==> src/sv/btpc_pkg.sv <==
// Shared types, constants and helpers for the barometric compensation block.
`default_nettype none
package btpc_pkg;

	localparam int RAW_W     = 20;
	localparam int CFG_W     = 48;
	localparam int CFG_IDX_W = 2;

	localparam logic [63:0] FINE_OFFSET = 64'd128000;
	localparam logic [63:0] PRESS_BASE  = 64'd1048576;
	localparam logic [63:0] PRESS_SCALE = 64'd3125;
	localparam logic [63:0] DIV_BIAS    = 64'd1 << 47;

	typedef enum logic [CFG_IDX_W-1:0] {
		CFG_TEMP      = 2'd0,
		CFG_PRESS_LOW = 2'd1,
		CFG_PRESS_MID = 2'd2,
		CFG_PRESS_HIGH = 2'd3
	} cfg_idx_t;

	// Datapath steps. Most steps consume the last product and start the next unit.
	typedef enum logic [4:0] {
		OP_NONE,
		OP_T_LOAD, OP_T_V1, OP_T_BB, OP_T_FIN,
		OP_P_LOAD, OP_P_T, OP_P_V2A, OP_P_V2B, OP_P_W, OP_P_X, OP_P_D,
		OP_P_N, OP_P_Q, OP_P_A, OP_P_B, OP_P_FIN
	} dp_op_t;

	typedef struct packed {
		logic   capture;
		dp_op_t op;
	} dp_cmd_t;

	typedef struct packed {
		logic busy;
		logic dzero;
		logic out_free;
	} dp_status_t;

	function automatic logic [63:0] sx16(input logic [15:0] v);
		return {{48{v[15]}}, v};
	endfunction

endpackage
`default_nettype wire

==> src/sv/btpc_ctrl.sv <==
// Controller: steps the datapath through the temperature or pressure sequence.
`default_nettype none
module btpc_ctrl import btpc_pkg::*; (
	input  wire logic       clk,
	input  wire logic       arst_n,
	input  wire logic       in_valid,
	input  wire logic       in_action,
	output logic            in_ready,
	input  wire dp_status_t status,
	output dp_cmd_t         cmd
);
	typedef enum logic [1:0] {S_IDLE, S_RUN, S_WAIT, S_DONE} state_t;

	state_t state_q;
	dp_op_t op_q;

	function automatic dp_op_t next_op(input dp_op_t op);
		dp_op_t n;
		unique case (op)
			OP_T_LOAD: n = OP_T_V1;
			OP_T_V1:   n = OP_T_BB;
			OP_P_LOAD: n = OP_P_T;
			OP_P_T:    n = OP_P_V2A;
			OP_P_V2A:  n = OP_P_V2B;
			OP_P_V2B:  n = OP_P_W;
			OP_P_W:    n = OP_P_X;
			OP_P_X:    n = OP_P_D;
			OP_P_D:    n = OP_P_N;
			OP_P_N:    n = OP_P_Q;
			OP_P_Q:    n = OP_P_A;
			OP_P_A:    n = OP_P_B;
			default:   n = OP_NONE;
		endcase
		return n;
	endfunction

	assign in_ready    = (state_q == S_IDLE);
	assign cmd.capture = in_valid && in_ready;
	assign cmd.op      = (state_q == S_RUN || (state_q == S_DONE && status.out_free))
		? op_q : OP_NONE;

	always_ff @(posedge clk or negedge arst_n) begin
		if (!arst_n) begin
			state_q <= S_IDLE;
			op_q    <= OP_NONE;
		end else begin
			unique case (state_q)
				S_IDLE: begin
					if (in_valid) begin
						op_q    <= in_action ? OP_P_LOAD : OP_T_LOAD;
						state_q <= S_RUN;
					end
				end
				S_RUN: state_q <= S_WAIT;
				S_WAIT: begin
					if (!status.busy) begin
						priority if (op_q == OP_T_BB) begin
							op_q    <= OP_T_FIN;
							state_q <= S_DONE;
						end else if (op_q == OP_P_B || (op_q == OP_P_D && status.dzero)) begin
							op_q    <= OP_P_FIN;
							state_q <= S_DONE;
						end else begin
							op_q    <= next_op(op_q);
							state_q <= S_RUN;
						end
					end
				end
				S_DONE: begin
					if (status.out_free) begin
						op_q    <= OP_NONE;
						state_q <= S_IDLE;
					end
				end
				default: state_q <= S_IDLE;
			endcase
		end
	end

	assert property (@(posedge clk) disable iff (!arst_n)
		state_q == S_RUN |=> state_q == S_WAIT && status.busy)
		else $error("issued step started no unit");
	assert property (@(posedge clk) disable iff (!arst_n)
		state_q == S_DONE |-> op_q == OP_T_FIN || op_q == OP_P_FIN)
		else $error("finish state without a finishing step");
endmodule
`default_nettype wire

==> config.mk <==
export PLATFORM = sky130hd
export DESIGN_NAME = btpc_ctrl
export DESIGN_NICKNAME = d
export VERILOG_FILES = /design/src/sv/btpc_pkg.sv /design/src/sv/btpc_ctrl.sv
export SDC_FILE = /design/constraint.sdc
export NUM_CORES = 1
export LEC_CHECK = 0
export BUFFER_PORTS_ARGS = -buffer_cell sky130_fd_sc_hd__buf_4
export CELL_PAD_IN_SITES_DETAIL_PLACEMENT = 0
export CELL_PAD_IN_SITES_GLOBAL_PLACEMENT = 1
export CORE_MARGIN = 2
export CORE_UTILIZATION = 40
export CTS_CLUSTER_SIZE = 12
export DETAILED_ROUTE_END_ITERATION = 10
export PLACE_DENSITY_LB_ADDON = 0.1
export SETUP_SLACK_MARGIN = 0.1
export SYNTH_ARGS = -nofsm -noshare
export SYNTH_HDL_FRONTEND = slang
export SYNTH_SLANG_ARGS = --single-unit
==> constraint.sdc <==
create_clock -name clk -period 4.1 [get_ports clk]
set_input_delay 0.82 -clock clk [delete_from_list [all_inputs] [get_ports clk]]
set_output_delay 0.82 -clock clk [all_outputs]
set_load 0.02 [all_outputs]
==> impl_metrics.csv <==
group,metric,value,unit
run_status,status,"completed",
logic_synthesis,synth_cell_types,32,
timing,relSlewSlack,0.671,
hold_path,hp-class,"in2async",
power,power,0.442,mW
cts,postCtsHoldBufs,0,
floorplan,die-area,1720,µm²
power,powerDensity,637,nW/µm²
drt,firstDrtPassIters,4,
timing,setup_tns,0,ns
drt,routed_wl,1.18,mm
setup_path,cp_max_fo,5,
setup_path,crit_type,"in2out",
cts,cts_buffers,3,
cts,clock_latency,0.26,ns
grt,busiest_layer,"met2",
timing,finalWorstSetupSlack,1.61,ns
setup_path,slowest_delay,0.41,ns
cts,cts_buffer_depth,2,
timing,slew_viol_final,0,
cells_and_area,nFillCells,135,
logic_synthesis,syn-mean-instance-area,8.94,µm²
power,p_sw,0.206,mW
drt,drt-wirelength-per-cell,12.6,µm
timing,fin_crit_sh,0.607,
floorplan,row_count,13,
setup_path,crit_family,"compound AO/OA/AOI/OAI gates",
drt,drc_errors,0,
timing,rsz0062_at_grt,"false",
power,p_sw_frac,0.466,
cells_and_area,fin_util,0.534,
setup_path,worst_path_max_delay_cell,"a21boi_0",
grt,grtUsageMet2,0.209,
logic_synthesis,synth_nets,74,
cells_and_area,diodes,0,
power,pwr-share-clk,0.142,
setup_path,crit_cells,5,
timing,finalCriticalPeriod,2.49,ns
grt,grtUsageMet1,0.204,
placed_design,routabilityCongestion,0.739,
logic_synthesis,yosys_register_bits,7,
logic_synthesis,yosysSeqAreaShare,0.311,
placed_design,place_area,667,µm²
floorplan,io_pins,14,
cts,htree_levels,1,
cells_and_area,instances_no_fill,93,
grt,grtUsageMet3,0.0870,
cells_and_area,fin_area,694,µm²
cts,post_cts_buffers,0,
drt,drtAntennaViolNets,0,
setup_path,worstRegToRegCells,4,
placed_design,hpwl,869,µm
setup_path,rrSetupSlack,2.26,ns
grt,grt_max_degree,12,
cts,cts_resized,0,
grt,overflow,0,
power,p_leak,0.333,nW
drt,via_count,485,
grt,grt_pass1_vias,466,
cts,root_buffer,"clkbuf_4",
timing,max_freq,0.402,GHz
power,max-vdd-ir-drop,0.000318,V
timing,hold_viol,0,
floorplan,start_util,0.433,
timing,finClkSkew,0.00393,ns
cells_and_area,final_nets,90,
timing,whs,0.367,ns
setup_path,cp.arrival,1.67,ns
setup_path,r2r_end,"op_q[0]",
logic_synthesis,synth_area,563,µm²
logic_synthesis,ys_warn_count,0,
cells_and_area,area_delta_synth_final,23.3,%
power,power_frac_seq,0.326,
cts,cts.sink_count,7,
setup_path,startpoint,"status[0]",
setup_path,cp_common_cell,"buf_4",
drt,via_per_inst,5.22,
placed_design,place_ws,1.61,ns
logic_synthesis,syn_inst,63,
grt,track_usage,0.153,
power,internal_power,0.236,mW
timing,finalSetupViolations,0,
power,pwr-share-comb,0.532,
timing,worst_pin_slew,0.488,ns
setup_path,crit_path_end_kind,"output pin",
cells_and_area,drive_gt1_frac,0.282,
setup_path,worst_ep_required_time,3.28,ns
job,drv_cap,0,
setup_path,worstPathCellList,"buf_4 > inv_1 > a21boi_0 > and2_1 > buf_4",
setup_path,start_kind,"primary input",
placed_design,place_inst,89,
floorplan,die_w,41.5,µm
grt,antenna_found_initial,0,
placed_design,portBuffers,13,
setup_path,path_buf_inv,3,
grt,grt_pass1_wl,2.02,mm
cts,clkTransAtPathRegs,0.05,ns
setup_path,reg2reg_from,"op_q[3]",
setup_path,crit_end,"cmd[2]",
floorplan,die_y,41.5,µm
floorplan,core,1300,µm²
drt,dr.first_iter.drc_count,7,
cts,cts_tree,"done",
[synthesized netlist by cell type (all sizes together)]
| cell | count | area share |
|---|---|---|
| dfrtp | 7 | 0.31 |
| nand2 | 7 | 0.047 |
| and2 | 5 | 0.056 |
| inv | 5 | 0.033 |
| ha | 4 | 0.089 |
| nand2b | 4 | 0.044 |
| nor2 | 4 | 0.027 |
| a21oi | 2 | 0.018 |
| a31oi | 2 | 0.033 |
| buf | 2 | 0.022 |
| o21ai | 2 | 0.018 |
| or4b | 2 | 0.036 |
| a21boi | 1 | 0.013 |
| a22o | 1 | 0.016 |
| a2bb2oi | 1 | 0.027 |
| a311o | 1 | 0.018 |
| a311oi | 1 | 0.027 |
| a32oi | 1 | 0.016 |
| and3b | 1 | 0.016 |
| nand3 | 1 | 0.0089 |
| nand4b | 1 | 0.016 |
| nor2b | 1 | 0.011 |
| o211ai | 1 | 0.013 |
| o21bai | 1 | 0.013 |
| o2bb2a | 1 | 0.018 |
| o31ai | 1 | 0.013 |
| or2 | 1 | 0.011 |
| or2b | 1 | 0.016 |
| or3b | 1 | 0.016 |
[per-layer routing]
layer | wire [µm] | part of all wire
met1 | 583 | 0.50
met2 | 512 | 0.44
met4 | 0 | 0
met3 | 79 | 0.067
met5 | 0 | 0
[area by class of cell]
class                           instances  area, µm²  share of cell area
Sequential cell                         7        175               0.252
Timing Repair Buffer                   13       97.6               0.141
Inverter                                5       18.8              0.0270
Tap cell                               15       18.8              0.0270
Multi-Input combinational cell         49        357               0.514
Clock inverter                          1       5.00             0.00721
Clock buffer                            3       22.5              0.0324
[kinds of logic (layout without fill, tap and decap cells)]
family          after synthesis  after routing  share of synthesized area
simple gates                 29             29                      0.302
compound gates               16             16                      0.242
flops                         7              7                      0.311
buf+inv                       7             22                     0.0555
fa+ha+maj                     4              4                     0.0889
[power groups by stage]
stage               combinational (mW)  clock, mW  sequential, mW
floorplan                        0.194          0           0.117
global placement                 0.234          0           0.144
detailed placement               0.234          0           0.145
CTS                              0.237     0.0651           0.144
global route                     0.264     0.0698           0.150
finish                           0.235     0.0627           0.144
[worst min-delay path by stage]
stage	startpoint	cells past startpoint	slack, ns	end
detailed placement	op_q[4]	2	0.54	op_q[4]
global route	arst_n	1	0.36	op_q[3]
finish	arst_n	1	0.37	state_q[1]
CTS	arst_n	1	0.36	state_q[1]
global placement	op_q[4]	2	0.54	op_q[4]
floorplan	op_q[4]	2	0.50	op_q[4]
[cells in the final DEF, fill, tap and decap left out, types with 2 or more instances in the layout]
cell / count
buf_4: 13
nand2_1: 7
dfrtp_1: 7
and2_1: 5
inv_1: 4
nor2_1: 4
nand2b_1: 4
ha_1: 4
clkbuf_4: 3
or4b_1: 2
o21ai_0: 2
a21oi_1: 2
[registers in the layout, summed over array words and instances, names as in the netlist]
signal,flops
op_q,5
state_q,2
[worst register-to-register path: stages, from the launching register on]
cell and delay (ns):
dfrtp_1 0.54, or3b_1 0.43, a311o_1 0.37, a311oi_2 0.28
a2bb2oi_2 0.15
Note: power is estimated with default switching activity, not from simulation.
